===== src/rtl/assert_macros.svh =====
// Assertion helpers shared by the RTL files.
// Both macros expect signals named clk and rst in the enclosing scope.
`ifndef ASSERT_MACROS_SVH
`define ASSERT_MACROS_SVH
// Property that must hold at every clock edge outside reset.
`define PEC_ASSERT(label, prop, msg) \
  label: assert property (@(posedge clk) disable iff (rst) (prop)) else $error(msg);
// Implication: when ante holds, cons must hold in the same cycle.
`define PEC_ASSERT_IMP(label, ante, cons, msg) \
  label: assert property (@(posedge clk) disable iff (rst) (ante) |-> (cons)) else $error(msg);
`endif


===== src/rtl/pec_pkg.sv =====
`timescale 1ns / 1ps
// ----------------------------------------------------------------------------
// pec_pkg
// Types shared by the ear clipping controller, datapath and top level.
// ----------------------------------------------------------------------------
package pec_pkg;

  typedef enum logic [5:0] {
    ST_LOAD, ST_I0, ST_I1, ST_I2, ST_I3, ST_FILL, ST_PASS,
    ST_E0, ST_E1, ST_E2, ST_E3, ST_E4, ST_E5, ST_E6, ST_E7,
    ST_K0, ST_K1, ST_K2, ST_K3, ST_K4, ST_K5, ST_K6, ST_K7,
    ST_EMIT, ST_SH_RD, ST_SH_WR, ST_FIN,
    ST_F0, ST_F1, ST_F2, ST_F3, ST_F4, ST_END
  } state_t;

  typedef enum logic [1:0] {SEL_A, SEL_B, SEL_C, SEL_P} pt_sel_t;

  typedef enum logic [1:0] {G_ABC, G_ABP, G_BCP, G_CAP} geom_mode_t;

  typedef struct packed {
    logic       vtx_we;
    logic       coord_from_idx;
    pt_sel_t    coord_idx_sel;
    logic       cap_pt;
    pt_sel_t    cap_pt_sel;
    logic       cap_idx;
    pt_sel_t    cap_idx_sel;
    logic       list_we;
    logic       list_from_rd;
    geom_mode_t geom_mode;
    logic       acc_load;
    logic       acc_and;
    logic       out_load;
    logic       out_end;
  } cmd_t;

  typedef struct packed {
    logic same_ab;
    logic cr_nonpos;
    logic blocked;
    logic out_free;
  } status_t;

endpackage


===== src/rtl/pec_ctrl.sv =====
`timescale 1ns / 1ps
`include "assert_macros.svh"
// ----------------------------------------------------------------------------
// pec_ctrl
// Sequencer for loading, list setup, clipping passes and result emission.
// ----------------------------------------------------------------------------
module pec_ctrl #(
  parameter int MAX_VERTICES = 64
) (
  input  logic                              clk,
  input  logic                              rst,
  input  logic                              in_valid,
  input  logic                              final_vertex,
  output logic                              in_ready,
  input  pec_pkg::status_t                  status,
  output pec_pkg::cmd_t                     cmd,
  output logic [$clog2(MAX_VERTICES)-1:0]   vtx_waddr,
  output logic [$clog2(MAX_VERTICES)-1:0]   coord_raddr,
  output logic [$clog2(MAX_VERTICES)-1:0]   list_raddr,
  output logic [$clog2(MAX_VERTICES)-1:0]   list_waddr,
  output logic [$clog2(MAX_VERTICES)-1:0]   list_wdata,
  output logic [$clog2(MAX_VERTICES+1)-1:0] out_left
);
  localparam int IW = $clog2(MAX_VERTICES);
  localparam int CW = $clog2(MAX_VERTICES + 1);
  localparam logic [CW-1:0] MaxCnt = CW'(MAX_VERTICES);
  localparam logic [CW-1:0] One    = CW'(1);

  pec_pkg::state_t state, state_next;

  logic [CW-1:0] load_count, live, pass_start, i, k;
  logic [CW-1:0] ip1, kp1, kp2, prev_pos;
  logic          drop, tri3;

  assign ip1      = i + One;
  assign kp1      = k + One;
  assign kp2      = k + CW'(2);
  assign prev_pos = (i == '0) ? (live - One) : (i - One);

  always_comb begin
    state_next = state;
    case (state)
      pec_pkg::ST_LOAD:  if (in_valid && final_vertex) state_next = pec_pkg::ST_I0;
      pec_pkg::ST_I0:    state_next = pec_pkg::ST_I1;
      pec_pkg::ST_I1:    state_next = pec_pkg::ST_I2;
      pec_pkg::ST_I2:    state_next = pec_pkg::ST_I3;
      pec_pkg::ST_I3:    state_next = pec_pkg::ST_FILL;
      pec_pkg::ST_FILL: begin
        if (k == live) begin
          state_next = (live != '0) ? pec_pkg::ST_PASS : pec_pkg::ST_FIN;
        end
      end
      pec_pkg::ST_PASS: begin
        if (ip1 < live) begin
          state_next = pec_pkg::ST_E0;
        end else if (pass_start == live || live <= CW'(3)) begin
          state_next = pec_pkg::ST_FIN;
        end
      end
      pec_pkg::ST_E0:    state_next = pec_pkg::ST_E1;
      pec_pkg::ST_E1:    state_next = pec_pkg::ST_E2;
      pec_pkg::ST_E2:    state_next = pec_pkg::ST_E3;
      pec_pkg::ST_E3:    state_next = pec_pkg::ST_E4;
      pec_pkg::ST_E4:    state_next = pec_pkg::ST_E5;
      pec_pkg::ST_E5:    state_next = pec_pkg::ST_E6;
      pec_pkg::ST_E6:    state_next = pec_pkg::ST_E7;
      pec_pkg::ST_E7:    state_next = status.cr_nonpos ? pec_pkg::ST_K0 : pec_pkg::ST_PASS;
      pec_pkg::ST_K0:    state_next = pec_pkg::ST_K1;
      pec_pkg::ST_K1:    state_next = pec_pkg::ST_K2;
      pec_pkg::ST_K2:    state_next = pec_pkg::ST_K3;
      pec_pkg::ST_K3:    state_next = pec_pkg::ST_K4;
      pec_pkg::ST_K4:    state_next = pec_pkg::ST_K5;
      pec_pkg::ST_K5:    state_next = pec_pkg::ST_K6;
      pec_pkg::ST_K6:    state_next = pec_pkg::ST_K7;
      pec_pkg::ST_K7: begin
        if (status.blocked) begin
          state_next = pec_pkg::ST_PASS;
        end else if (kp1 < live) begin
          state_next = pec_pkg::ST_K0;
        end else begin
          state_next = pec_pkg::ST_EMIT;
        end
      end
      pec_pkg::ST_EMIT:  if (status.out_free) state_next = pec_pkg::ST_SH_RD;
      pec_pkg::ST_SH_RD: state_next = pec_pkg::ST_SH_WR;
      pec_pkg::ST_SH_WR: state_next = (kp2 < live) ? pec_pkg::ST_SH_RD : pec_pkg::ST_PASS;
      pec_pkg::ST_FIN:   state_next = (live == CW'(3)) ? pec_pkg::ST_F0 : pec_pkg::ST_END;
      pec_pkg::ST_F0:    state_next = pec_pkg::ST_F1;
      pec_pkg::ST_F1:    state_next = pec_pkg::ST_F2;
      pec_pkg::ST_F2:    state_next = pec_pkg::ST_F3;
      pec_pkg::ST_F3:    state_next = pec_pkg::ST_F4;
      pec_pkg::ST_F4:    if (status.out_free) state_next = pec_pkg::ST_END;
      pec_pkg::ST_END:   if (status.out_free) state_next = pec_pkg::ST_LOAD;
      default:           state_next = pec_pkg::ST_LOAD;
    endcase
  end

  always_comb begin
    cmd         = '0;
    in_ready    = 1'b0;
    vtx_waddr   = load_count[IW-1:0];
    coord_raddr = '0;
    list_raddr  = '0;
    list_waddr  = k[IW-1:0];
    list_wdata  = k[IW-1:0] + IW'(drop);
    out_left    = tri3 ? CW'(0) : live;
    case (state)
      pec_pkg::ST_LOAD: begin
        in_ready   = 1'b1;
        cmd.vtx_we = in_valid && (load_count < MaxCnt);
      end
      pec_pkg::ST_I0: coord_raddr = '0;
      pec_pkg::ST_I1: begin
        cmd.cap_pt     = 1'b1;
        cmd.cap_pt_sel = pec_pkg::SEL_A;
        coord_raddr    = IW'(load_count - One);
      end
      pec_pkg::ST_I2: begin
        cmd.cap_pt     = 1'b1;
        cmd.cap_pt_sel = pec_pkg::SEL_B;
      end
      pec_pkg::ST_FILL: cmd.list_we = (k != live);
      pec_pkg::ST_E0: list_raddr = prev_pos[IW-1:0];
      pec_pkg::ST_E1: begin
        cmd.cap_idx     = 1'b1;
        cmd.cap_idx_sel = pec_pkg::SEL_A;
        list_raddr      = i[IW-1:0];
      end
      pec_pkg::ST_E2: begin
        cmd.cap_idx        = 1'b1;
        cmd.cap_idx_sel    = pec_pkg::SEL_B;
        list_raddr         = ip1[IW-1:0];
        cmd.coord_from_idx = 1'b1;
        cmd.coord_idx_sel  = pec_pkg::SEL_A;
      end
      pec_pkg::ST_E3: begin
        cmd.cap_idx        = 1'b1;
        cmd.cap_idx_sel    = pec_pkg::SEL_C;
        cmd.coord_from_idx = 1'b1;
        cmd.coord_idx_sel  = pec_pkg::SEL_B;
        cmd.cap_pt         = 1'b1;
        cmd.cap_pt_sel     = pec_pkg::SEL_A;
      end
      pec_pkg::ST_E4: begin
        cmd.coord_from_idx = 1'b1;
        cmd.coord_idx_sel  = pec_pkg::SEL_C;
        cmd.cap_pt         = 1'b1;
        cmd.cap_pt_sel     = pec_pkg::SEL_B;
      end
      pec_pkg::ST_E5: begin
        cmd.cap_pt     = 1'b1;
        cmd.cap_pt_sel = pec_pkg::SEL_C;
      end
      pec_pkg::ST_E6: cmd.geom_mode = pec_pkg::G_ABC;
      pec_pkg::ST_K0: list_raddr = k[IW-1:0];
      pec_pkg::ST_K1: begin
        cmd.cap_idx     = 1'b1;
        cmd.cap_idx_sel = pec_pkg::SEL_P;
      end
      pec_pkg::ST_K2: begin
        cmd.coord_from_idx = 1'b1;
        cmd.coord_idx_sel  = pec_pkg::SEL_P;
      end
      pec_pkg::ST_K3: begin
        cmd.cap_pt     = 1'b1;
        cmd.cap_pt_sel = pec_pkg::SEL_P;
      end
      pec_pkg::ST_K4: cmd.geom_mode = pec_pkg::G_ABP;
      pec_pkg::ST_K5: begin
        cmd.geom_mode = pec_pkg::G_BCP;
        cmd.acc_load  = 1'b1;
      end
      pec_pkg::ST_K6: begin
        cmd.geom_mode = pec_pkg::G_CAP;
        cmd.acc_and   = 1'b1;
      end
      pec_pkg::ST_EMIT: cmd.out_load = status.out_free;
      pec_pkg::ST_SH_RD: list_raddr = kp1[IW-1:0];
      pec_pkg::ST_SH_WR: begin
        cmd.list_we      = 1'b1;
        cmd.list_from_rd = 1'b1;
      end
      pec_pkg::ST_F0: list_raddr = '0;
      pec_pkg::ST_F1: begin
        cmd.cap_idx     = 1'b1;
        cmd.cap_idx_sel = pec_pkg::SEL_A;
        list_raddr      = IW'(1);
      end
      pec_pkg::ST_F2: begin
        cmd.cap_idx     = 1'b1;
        cmd.cap_idx_sel = pec_pkg::SEL_B;
        list_raddr      = IW'(2);
      end
      pec_pkg::ST_F3: begin
        cmd.cap_idx     = 1'b1;
        cmd.cap_idx_sel = pec_pkg::SEL_C;
      end
      pec_pkg::ST_F4: cmd.out_load = status.out_free;
      pec_pkg::ST_END: begin
        cmd.out_load = status.out_free;
        cmd.out_end  = 1'b1;
      end
      default: cmd = '0;
    endcase
  end

  always_ff @(posedge clk) begin
    if (rst) begin
      state      <= pec_pkg::ST_LOAD;
      load_count <= '0;
      live       <= '0;
      pass_start <= '0;
      i          <= '0;
      k          <= '0;
      drop       <= 1'b0;
      tri3       <= 1'b0;
    end else begin
      state <= state_next;
      case (state)
        pec_pkg::ST_LOAD: begin
          if (in_valid && (load_count < MaxCnt)) begin
            load_count <= load_count + One;
          end
        end
        pec_pkg::ST_I3: begin
          drop <= status.same_ab;
          live <= load_count - CW'(status.same_ab);
          k    <= '0;
        end
        pec_pkg::ST_FILL: begin
          if (k != live) begin
            k <= kp1;
          end else begin
            pass_start <= live;
            i          <= '0;
          end
        end
        pec_pkg::ST_PASS: begin
          if (!(ip1 < live)) begin
            pass_start <= live;
            i          <= '0;
          end
        end
        pec_pkg::ST_E7: begin
          if (!status.cr_nonpos) begin
            i <= ip1;
          end
          k <= '0;
        end
        pec_pkg::ST_K7: begin
          if (status.blocked) begin
            i <= ip1;
          end else if (kp1 < live) begin
            k <= kp1;
          end
        end
        pec_pkg::ST_EMIT: k <= i;
        pec_pkg::ST_SH_WR: begin
          if (kp2 < live) begin
            k <= kp1;
          end else begin
            live <= live - One;
            i    <= ip1;
          end
        end
        pec_pkg::ST_FIN: tri3 <= (live == CW'(3));
        pec_pkg::ST_END: begin
          if (status.out_free) begin
            load_count <= '0;
          end
        end
        default: begin
        end
      endcase
    end
  end

  `PEC_ASSERT_IMP(a_load_when_free, cmd.out_load, status.out_free, "result load while busy")
  `PEC_ASSERT_IMP(a_pass_shrinks, state == pec_pkg::ST_PASS, live <= pass_start, "list grew in pass")
  `PEC_ASSERT(a_load_bound, load_count <= MaxCnt, "load count past capacity")

endmodule


===== config.mk =====
export PLATFORM = sky130hd
export DESIGN_NAME = pec_ctrl
export DESIGN_NICKNAME = d
export VERILOG_FILES = /design/src/rtl/pec_pkg.sv /design/src/rtl/pec_ctrl.sv
export VERILOG_INCLUDE_DIRS = /design/src /design/src/rtl
export SDC_FILE = /design/constraint.sdc
export NUM_CORES = 1
export LEC_CHECK = 0
export ABC_AREA = 1
export BUFFER_PORTS_ARGS = -buffer_cell sky130_fd_sc_hd__buf_2
export CORE_MARGIN = 2
export CORE_UTILIZATION = 55
export DETAILED_ROUTE_END_ITERATION = 8
export GPL_ROUTABILITY_DRIVEN = 0
export PLACE_DENSITY = 0.74
export SLEW_MARGIN = 20
export SYNTH_ARGS = -nofsm -noshare
export SYNTH_HDL_FRONTEND = slang
export SYNTH_SLANG_ARGS = --single-unit

===== constraint.sdc =====
create_clock -name clk -period 3 [get_ports clk]
set_clock_uncertainty 0.2 [all_clocks]
set_input_delay 0.15 -clock clk [delete_from_list [all_inputs] [get_ports clk]]
set_output_delay 0.15 -clock clk [all_outputs]
set_load 0.01 [all_outputs]

; ---- Yosys cells after proc, flatten, opt, wreduce, memory -nomap -nowiden
; Index checks and enable logic that the tools add are counted.
[classes]
n_bitwise = 0
n_reduce_logical = 24
shift = 0
n_lt_le_gt_ge = 5
mux = 49
n_div = 0
n_mul = 0
add_sub_neg = 9
eq_ne = 52
[op_table]
columns = operator, n
row1 = $pmux 6 s33, 1
row2 = $mux 7, 15
row3 = $eq 6x5->1 const B, 16
row4 = $pmux 7 s5, 2
row5 = $mux 6, 10
row6 = $eq 6x4->1 const B, 8
row7 = $pmux 6 s7, 1
row8 = $pmux 7 s2, 3
row9 = $pmux 3 s4, 3
row10 = $ne 2x2->1 const B, 15
row11 = $eq 6x3->1 const B, 4
row12 = $add 7x1->7 const B, 3
row13 = $lt 7x7->1, 3
row14 = $mux 5, 4
row15 = $eq 7x7->1, 2
row16 = $eq 6x2->1 const B, 2
row17 = $reduce_and 6->1, 2
row18 = $reduce_or 2->1, 6
row19 = $sub 6x1->6 const B, 2
row20 = $reduce_bool 5->1, 2
row21 = $add 7x2->7 const B, 1
row22 = $eq 7x2->1 const B, 1
row23 = $le 7x2->1 const B, 1
row24 = $logic_not 7->1, 1
row25 = 21 further kinds, 31
[totals]
regBits = 43
memories = 0
rom_bits = 0
out_inout_bits = 56
latch_bits = 0
mem_bits_rw = 0

; ---- Logic depth before layout (Yosys ltp)
; Gate-level depths: netlist of the first run.
[depth]
ltp_word = 5
mapped_depth = 18
mapped_depth_nobuf = 17

; ---- Worst setup path before layout of the first run
; No wires, ideal clock.
[synth_timing]
path_kind = reg2reg
start = reg k[0]
end = reg k[5]
required_time_ns = 2.687
stages_incl_launch_ff = 14
path_buffers = 1
setup_slack_ns = 0.398
period_less_slack_ns = 2.602
t_arrival_ns = 2.289
path_cell_list = dfxtp_1 > ha_1 > nand3_1 > nor2_1 > xor2_1 > ha_1 > a21o_1 > nor2_1 > nand2_1 > o21ai_0 > nand3_2 > buf_6 > nor2_1 > nor2_1
[synth_between]
elab_chain_cells = 4
elab_cells_between_ends = 14
classes_between = add/sub (2) / order compare (2) / eq/ne (4) / mux (5) / reduce/logical (1)
[synth_lines]
columns = element, line_no
row1 = "start, declared", pec_ctrl.sv:31  ; logic [CW-1:0] load_count, live, pass_start, i, k;
row2 = "start signal, assigned", pec_ctrl.sv:232  ; k <= kp1;
row3 = "start signal, assigned", pec_ctrl.sv:254  ; k <= kp1;
row4 = "start signal, assigned", pec_ctrl.sv:257  ; pec_pkg::ST_EMIT: k <= i;
row5 = $add 7x2->7 or $add 7x1->7 (tied branches), "pec_ctrl.sv:37, pec_ctrl.sv:36"
row6 = $lt 7x7->1 (tied with other cells), pec_ctrl.sv:259  ; if (kp2 < live) begin
row7 = $ne 2x2->1 (no line) or $mux 7 (tied branches), n/a
row8 = $reduce_and 5->1 (no line) or $pmux 7 s5 (tied branches), n/a
; Parallel ways exist; a longest one is shown, timed or not. The select of a mux whose other input is x is not followed.
; A chain may end at the register's enable or synchronous reset.

; ---- Worst setup path after layout of the first run
[layout_timing]
start = reg k[4]
end = reg live[1]
[layout_between]
elab_chain_cells = 4
[layout_lines]
columns = element, line_no
row1 = $add 7x2->7, pec_ctrl.sv:37  ; assign kp2 = k + CW'(2);
row2 = $lt 7x7->1, pec_ctrl.sv:259
row3 = $ne 2x2->1 (no line), n/a
row4 = $reduce_and 2->1 (no line), n/a
row5 = "end signal, assigned", pec_ctrl.sv:227  ; live <= load_count - CW'(status.same_ab);
row6 = "end signal, assigned", pec_ctrl.sv:262  ; live <= live - One;
row7 = "end, declared", pec_ctrl.sv:31
; Every way passes these cells.

==> results of run 1 <==
-- area by class of cell --
| type | instances | area [um2] |
|---|---|---|
| Sequential cell | 43 | 870 |
| Tap cell | 102 | 128 |
| Timing Repair Buffer | 79 | 465 |
| Inverter | 100 | 375 |
| Fill cell | 733 | 2810 |
| Multi-Input combinational cell | 548 | 2940 |
| Clock buffer | 6 | 72.6 |
| Clock inverter | 1 | 30.0 |
-- path summary, 6_finish.rpt --
check           startpoint       endpoint  slack [ns]  cells after the start
min reg2reg  pass_start[1]  pass_start[1]        0.27                      2
max                   k[4]        live[1]        0.20                     12
min                    rst  load_count[1]        0.02                      2
max reg2reg           k[4]        live[1]        0.20                     12
-- cell usage in the layout (no fill, tap or decap), drive strengths merged --
| cell type | Yosys | layout |
|---|---|---|
| clkinv | 3 | 3 |
| nor3 | 10 | 10 |
| xor2 | 22 | 22 |
| o21ai | 28 | 28 |
| inv | 97 | 97 |
| and2 | 2 | 2 |
| a2bb2oi | 1 | 1 |
| xnor2 | 5 | 5 |
| buf | 23 | 77 |
| ha | 34 | 34 |
| nor3b | 2 | 2 |
| nand3b | 3 | 3 |
| nor4 | 1 | 1 |
| o2111ai | 3 | 3 |
| o2bb2ai | 1 | 1 |
| o311ai | 1 | 1 |
| o22ai | 11 | 11 |
| or2 | 3 | 3 |
| nand4 | 11 | 11 |
| clkbuf | 8 | 6 |
| a21o | 3 | 3 |
| a21oi | 52 | 52 |
| mux2 | 1 | 1 |
| nor2 | 102 | 102 |
| dfxtp | 43 | 43 |
| bufinv | 0 | 1 |
| nand3 | 56 | 56 |
| o211ai | 8 | 8 |
| o31ai | 2 | 2 |
| dlygate4sd3 | 0 | 2 |
| nand2 | 186 | 186 |
-- power by group through the flow --
stage	clock [mW]	combinational, mW	sequential (mW)
after CTS	0.462	0.759	0.663
after global routing	0.484	0.870	0.671
after global placement	0	0.743	0.675
after detailed placement	0	0.750	0.676
after floorplan	0	0.580	0.641
final	0.457	0.775	0.665
-- metrics by stage --
stage          TNS [ns]  setup slack [ns]  hold WS [ns]
3_5_place_dp    -0.0800           -0.0192         0.257
3_3_place_gp          0             0.207         0.244
4_1_cts               0            0.0522        0.0149
6_report              0             0.196        0.0161
5_1_grt               0           0.00624        0.0293
2_1_floorplan         0             0.398        0.0191
-- registers in the layout, summed over array words and instances, names as in the netlist --
| register | cells |
|---|---|
| pass_start | 7 |
| live | 7 |
| tri3 | 1 |
| drop | 1 |
| i | 7 |
| k | 7 |
| load_count | 7 |
| state | 6 |
-- cells by family after synthesis --
kind of cell             Yosys count  synth area share (%)
AND/OR/NAND/NOR                  376                  37.3
buffers and inverters            131                  13.1
AO/OA/AOI/OAI                    110                  14.3
flip-flops                        43                  19.8
adder cells (fa/ha/maj)           34                  9.78
XOR/XNOR                          27                  5.44
multiplexers                       1                 0.259
-- repair_timing --
item,4_1_cts,5_1_grt
buffers inserted,1,0
hold buffers,2,0
pin swaps,1,0
resized for setup,0,11
endpoints found under the setup margin,7,30
endpoints found under the hold margin,2,0
-- critical path: cells and delay by family, from the launching register on --
family | cells | cell delay (ns)
AOI/OAI and AO/OA | 3 | 0.41
xor gates and xnor gates | 1 | 0.19
adders and majority gates | 1 | 0.26
buffers and inverters | 2 | 0.43
and+or+nand+nor | 5 | 0.81
DFF | 1 | 0.42
-- layer usage --
| metal | track usage, % | routed length (um) | share of wire, % |
|---|---|---|---|
| met5 | 0 | 0 | 0 |
| met4 | 14.7 | 478 | 3.7 |
| met3 | 3.91 | 984 | 7.5 |
| met2 | 51.2 | 6020 | 46 |
| met1 | 39.5 | 5560 | 43 |
==> out/qor.txt, run 1 <==
Async set-reset flop share out of synthesis: 0%
Combinational share of power: 40.9%
Placed wire-length estimate: 10,100 um
Core area: 7690 um2
Least-Margin Pin Slew: 0.847 ns
First-pass GRT wire length: 21,600 um
Library cells used by synthesis: 40
H-tree depth: 2
P&R area growth vs syn: 12.1%
Avg Cell Area, Syn: 6.03 um2
Routed vias: 4,907
Root buf cell: clkbuf_8
Slew Limit Fails: 0
Crit end category: flop
Internal Power: 1.12 mW
Clk pwr share: 24.1%
CTS tree: yes
Wire per inst: 14.8 um
Critical path, cell by cell: clkinv_1 -> nor3_2 -> xor2_1 -> ha_1 -> a21o_1 -> nor2_1 -> nand2_1 -> nand2_1 -> nand2_1 -> inv_1 -> o21ai_0 -> a21oi_1
Total Power: 1.90 mW
Slowest-stage cell, CP: dfxtp_1
Vias/cell: 5.58
Seq/Total Area, Yosys: 19.8%
Synth top cells by count: 184 x nand2_1, 93 x inv_1, 91 x nor2_1, 54 x nand3_1, 52 x a21oi_1
Initial antenna violation count: 0
MaxCap Viol Count: 0
Final core occ: 63.4%
Most frequent cell after synthesis: nand2_1
Top Ports: 64
Inst Count DP: 869
Ranking of synthesized cells by area: dfxtp_1 20%, nand2_1 16%, ha_1 9.8%, inv_1 8.0%, nor2_1 7.9%
Die X: 92.9 um
Clock tree buffer depth: 2
Synthesized cell area: 4350 um2
Unrepaired setup endpoints after global routing: false
Worst-path fanout max: 8
Worst-path clk slew: 0.09 ns
Fin crit period: 2.80 ns
Chip Height: 92.9 um
DRC: 0
Crit path kind: reg2reg
Number of buffers added on ports: 63
Maximum VDD drop: 387 uV
Total CTS buffers: 5
Synth Instances: 722
Antenna Cells: 0
Share of layout cells above drive strength 1: 14.9%
Slew headroom: 43.5%
Vias in the first global route: 4,568
# rows: 32
P_leak: 2.70 nW
Final WL: 13,000 um
Final Cell Area: 4880 um2
Initial Util: 56.6%
Largest net degree at the start of global routing: 27
GRT Total Usage: 30.9%
Final hold vios: 0
Final cell count without fillers: 879
Die area: 8640 um2
Ys flop type: dfxtp_1
CP peak stage delay: 0.42 ns
Worst hold path type: in2reg
Top-area cell type share of the netlist area: 19.8%
Nets: 819
DR pass1 iterations: 5
Dpl cell area: 4710 um2
Clk Latency, worst-skew pair: 0.30 ns
FMAX: 0.357 GHz
EDFF count, synth: 0
Ys Warns: 0
CP dominant cell by count: nand2_1
Net switching power: 0.779 mW
Final period util: 93.5%
Antenna-violating nets left: 0
Power density over the cells: 389 nW/um2
Area leader, netlist: dfxtp_1
Sw Ratio: 41.1%
Total congestion overflow: 0
CP Data Required Time: 3.03 ns
Startpoint Class: flop
Setup-failing EPs final: 0
Syn Nets: 764
# clock sinks: 43
Flops & latches, synth: 43
Run status: complete, no violations
DR iter-0 viols: 336
Sequential Power Share: 35.1%
Critical path data arrival time: 2.84 ns
Note: power is estimated with default switching activity, not from simulation.
==> inputs of run 2 (changes only) <==
Settings changed: ABC_AREA 1 to default, CORE_MARGIN 2 to default.
==> run 2 against run 1 <==
Via count is 4.4% higher. Critical endpoint is now i[3]. Count of clock-buffer cells in the layout is 1 lower. Largest cell class unchanged. Die area rose by 5.5%. Combinational power is 85% higher. Routed wire length grew 13%. Design area grew 15%. Utilization rose by 3.6 points. Setup slack lost 0.13 ns. Global-route usage is 1.1 points higher. Register-to-register slack worse by 0.13 ns. Sequential share of layout area fell by 2.3 points. First-iteration DRC count increased by 24%.
==> out/qor.txt, run 2 <==
Run status: complete, no violations
Number of buffers added on ports: 63
Launch point of the worst hold path: status[0]
Reg2reg path depth: 10
Flops & latches, synth: 43
Top-area cell type share of the netlist area: 17.9%
Antenna Cells: 0
Setup-failing EPs final: 0
Sw Ratio: 44.3%
Share of layout cells above drive strength 1: 25.2%
Total congestion overflow: 0
Root buf cell: clkbuf_8
CP Data Required Time: 3.05 ns
Worst-path fanout max: 6
# rows: 33
Final hold vios: 0
Worst hold endpoint: state[4]
EDFF count, synth: 0
TNS Setup: 0 ns
DR iter-0 viols: 415
Final core occ: 67.0%
Vias in the first global route: 4,566
Most frequent cell after synthesis: nor2_1
Chip Height: 95.5 um
Reg-to-reg slack, setup: 0.06 ns
MaxCap Viol Count: 0
H-tree depth: 2
Combinational share of power: 54.2%
CTS tree: yes
Clk pwr share: 18.7%
Initial antenna violation count: 1
Critical path data arrival time: 2.99 ns
DR pass1 iterations: 5
Nets: 755
Synth Instances: 647
P&R area growth vs syn: 16.4%
Ranking of synthesized cells by area: dfxtp_1 18%, ha_1 8.9%, nor2_1 4.9%, xnor2_1 4.7%, xor2_1 4.6%
Core area: 8340 um2
# clock sinks: 43
FMAX: 0.341 GHz
Beginning of the worst register-to-register path: i[1]
Placed wire-length estimate: 10,900 um
Sequential Power Share: 27.1%
Ys Warns: 0
P_leak: 2.47 nW
Syn Nets: 689
Crit end category: flop
Library cells used by synthesis: 76
Avg Cell Area, Syn: 7.42 um2
Final period util: 97.8%
Die area: 9110 um2
Final WL: 14,800 um
Most frequent cells in the layout: 63 x buf_2, 62 x nor2_1, 58 x buf_4, 54 x nand2_1, 39 x dfxtp_1
GRT Total Usage: 31.9%
Startpoint Class: flop
Clk Latency, worst-skew pair: 0.31 ns
DRC: 0
Top Ports: 64
Final Cell Area: 5590 um2
Power density over the cells: 471 nW/um2
Largest net degree at the start of global routing: 36
Synth top cells by count: 63 x nor2_1, 54 x nand2_1, 43 x dfxtp_1, 34 x ha_1, 33 x a21oi_1
Ys flop type: dfxtp_1
Total CTS buffers: 5
Clock tree buffer depth: 2
Vias/cell: 6.25
Initial Util: 57.6%
Worst Hold Depth: 4
Reg2reg end: i[3]
First-pass GRT wire length: 22,600 um
Wire per inst: 18.0 um
Internal Power: 1.47 mW
Area leader, netlist: dfxtp_1
Dpl cell area: 5310 um2
Async set-reset flop share out of synthesis: 0%
Worst hold path type: in2reg
Seq/Total Area, Yosys: 17.9%
Fin crit period: 2.94 ns
Worst-path clk slew: 0.10 ns
Total Power: 2.63 mW
Worst setup margin: 0.0649 ns
Crit path kind: reg2reg
Commonest non-fill, non-tap cell in the layout: buf_2
Die X: 95.5 um
Net switching power: 1.17 mW
Slew Limit Fails: 0
Least-Margin Pin Slew: 0.637 ns
Maximum VDD drop: 597 uV
Antenna-violating nets left: 0
Slew headroom: 57.5%
Routed vias: 5,121
Dpl ws: -0.00103 ns
Synthesized cell area: 4800 um2
[run 2: cell types whose count changed after synthesis, sizes merged, moves of 14 or more]
cell	before	now
nor2b	0	15
nand3	56	31
nor2	102	64
clkbuf	8	32
nand2	186	54
a21oi	52	33
inv	97	31
a211oi	0	14
xnor2	5	30
[run 2: kinds of logic after synthesis]
family / count (synthesis) / share of synthesized area [%]
AO/OA/AOI/OAI: 146 / 21.2
XOR/XNOR: 55 / 10.7
adder cells (fa/ha/maj): 34 / 8.86
buffers and inverters: 97 / 10.3
flip-flops: 43 / 17.9
multiplexers: 12 / 2.50
AND/OR/NAND/NOR: 260 / 28.6
[run 2: layer usage]
metal | up-vias | wire (um) | global-route usage (%)
met4 | 0 | 379 | 11.7
met2 | 251 | 7000 | 52.6
met5 | - | 0 | 0
li1 | 2419 | - | -
met3 | 38 | 1300 | 6.06
met1 | 2413 | 6090 | 41.3
[run 2: repair_timing]
item                                   CTS  global route
pin swaps                                1             5
hold buffers                             1             0
buffers inserted                         1             3
setup endpoints to repair                7            33
endpoints found under the hold margin    1             0
cloned                                   0             1
gates resized for setup                  2            26
[run 2: power groups by stage]
stage / clock [mW] / sequential (mW) / combinational (mW)
finish: 0.493 / 0.713 / 1.43
global route: 0.511 / 0.724 / 1.56
CTS: 0.495 / 0.708 / 1.38
detailed placement: 0 / 0.721 / 1.36
global placement: 0 / 0.720 / 1.33
floorplan: 0 / 0.667 / 0.983
[run 2: stage by stage]
| step | cells | hold slack [ns] |
|---|---|---|
| after floorplan | 647 | 0.0939 |
| after global placement | 805 | 0.216 |
| after detailed placement | 805 | 0.214 |
| after CTS | 815 | 0.0204 |
| after global routing | 819 | 0.0423 |
| final | 819 | 0.0218 |
[run 2: how the worst max path moves through the flow]
| stage | slack [ns] | cells after the start | to | from |
|---|---|---|---|---|
| CTS | 0.01 | 7 | list_raddr[4] | state[1] |
| global route | -0.07 | 11 | state[3] | i[1] |
| global placement | 0.06 | 10 | k[2] | k[1] |
| floorplan | 0.005 | 10 | k[0] | k[0] |
| detailed placement | -0.001 | 10 | k[0] | k[1] |
| finish | 0.06 | 10 | i[3] | i[1] |
[run 2: worst max-delay path: stages (launching register included)]
cell and delay, ns:
dfxtp_1 0.36, ha_2 0.20, nand3_2 0.12, nor2_2 0.13
xor2_1 0.08, ha_1 0.32, nand4_1 0.22, o211ai_4 0.34
nand4b_4 0.18, or4b_4 0.57, a21oi_1 0.14
[run 2: layout make-up]
class                   instances  area [um2]
clock buffers                   5        68.8
repair buffers                124         792
clock inverters                 3        47.5
inverters                      31         116
multi-input cells             508        3570
flip-flops and latches         43         866
fillers                       755        2750
well taps                     105         131
==> inputs of run 3 (changes only) <==
Settings changed: CTS_CLUSTER_DIAMETER from default to 30.
Clock period 3 ns to 3.3 ns, I/O delays scaled along.
==> run 3 against run 2 <==
Design area shrank 4.6%. Routed wire length shrank 3.1%. Die area did not move. First-iteration DRC count increased by 2.7%. Sequential power decreased by 8.3%. Setup slack better by 0.094 ns. Critical path type unchanged. Largest power group unchanged.
==> out/qor.txt, run 3 (synthesis results as in run 2) <==
Power density over the cells: 445 nW/um2
Routed vias: 5,018
# rows: 33
DRC: 0
Root buf cell: clkbuf_8
Die X: 95.5 um
Total CTS buffers: 5
Final period util: 95.2%
Wire per inst: 17.9 um
Maximum VDD drop: 482 uV
P&R area growth vs syn: 11.0%
Crit path kind: reg2reg
Vias/cell: 6.26
Share of layout cells above drive strength 1: 20.6%
Antenna-violating nets left: 0
Final Cell Area: 5330 um2
Setup-failing EPs final: 0
Worst-path fanout max: 6
Fin crit period: 3.14 ns
Placed wire-length estimate: 10,800 um
Critical path data arrival time: 3.13 ns
Most frequent cells in the layout: 63 x nor2_1, 63 x buf_2, 54 x nand2_1, 42 x buf_4, 41 x dfxtp_1
P_leak: 2.37 nW
First-pass GRT wire length: 22,900 um
Initial antenna violation count: 1
Final hold vios: 0
Die area: 9110 um2
Least-Margin Pin Slew: 0.585 ns
CP Data Required Time: 3.29 ns
Clock tree buffer depth: 2
Core area: 8340 um2
Worst-path clk slew: 0.10 ns
TNS Setup: 0 ns
Final WL: 14,300 um
Nets: 736
Number of buffers added on ports: 63
CTS tree: yes
Largest net degree at the start of global routing: 36
DR pass1 iterations: 6
MaxCap Viol Count: 0
FMAX: 0.318 GHz
GRT Total Usage: 32.4%
DR iter-0 viols: 426
Top Ports: 64
H-tree depth: 2
Slew headroom: 60.7%
Run status: complete, no violations
Slew Limit Fails: 0
Vias in the first global route: 4,543
Startpoint Class: flop
Initial Util: 57.6%
Crit end category: flop
Chip Height: 95.5 um
Dpl cell area: 5150 um2
# clock sinks: 43
Worst hold path type: in2reg
Total congestion overflow: 0
Clk Latency, worst-skew pair: 0.31 ns
-- run 3: changes by cell type in the layout (fill, tap and decap cells not counted), moves of 2 or more --
cell	previous run	this run
buf_4	58	42
dfxtp_1	39	41
dfxtp_2	4	2
ha_1	31	33
-- run 3: final timing paths --
check / depth (start not counted) / slack (ns) / endpoint / start
setup / recovery: 11 / 0.16 / k[5] / k[1]
hold / removal: 4 / 0.02 / state[4] / status[0]
setup reg to reg: 11 / 0.16 / k[5] / k[1]
hold reg to reg: 2 / 0.32 / pass_start[6] / pass_start[6]
-- run 3: final cells by class --
type                       instances  area [um2]
timing repair buffer             106         641
fill                             769        3010
inverter                          31         116
clock buffer                       5        68.8
sequential                        43         863
multi-input combinational        507        3460
clock inverter                     3        47.5
antenna                            1        2.50
tap                              105         131
-- run 3: report_power, final --
part	total (mW)	internal (mW)	leakage (nW)	switching [mW]
Clock	0.451	0.230	0.0587	0.221
Sequential	0.654	0.557	0.348	0.0970
Combinational	1.27	0.528	1.96	0.742
Total	2.38	1.32	2.37	1.06
-- run 3: timing repair --
action | in CTS | in global routing
setup endpoints to repair | 6 | 18
pin swaps | 1 | 0
setup buffers | 3 | 2
hold endpoints to repair | 1 | 0
hold buffers | 1 | 0
gates resized for setup | 1 | 6
-- run 3: worst max-delay path: stages (launching register included) --
cell and delay [ns]:
dfxtp_1 0.43, ha_1 0.24, nand3_1 0.12, xnor2_1 0.24, inv_1 0.08, ha_1 0.30
and3_1 0.17, a221oi_1 0.39, nand3b_1 0.27, buf_4 0.22, a211oi_1 0.28, a211oi_1 0.09
-- run 3: per-layer routing --
layer  wire [um]  global-route usage [%]  up-vias
met4         458                    11.9        0
met5           0                       0        -
met1        6030                    42.7     2339
met3        1160                    5.34       48
li1            -                       -     2380
met2        6660                    52.8      251
-- run 3: through the flow --
| stage | worst slack [ns] | util, % | hold WS (ns) | total power [mW] | instances |
|---|---|---|---|---|---|
| after global placement | 0.130 | 61.7 | 0.231 | 1.82 | 786 |
| after detailed placement | -0.0647 | 61.7 | 0.236 | 1.84 | 786 |
| final | 0.159 | 64.0 | 0.0243 | 2.38 | 801 |
| after floorplan | 0.305 | - | 0.109 | 1.50 | 647 |
| after CTS | 0.0431 | 63.5 | 0.0226 | 2.33 | 798 |
| after global routing | -0.0191 | 63.9 | 0.0648 | 2.52 | 800 |
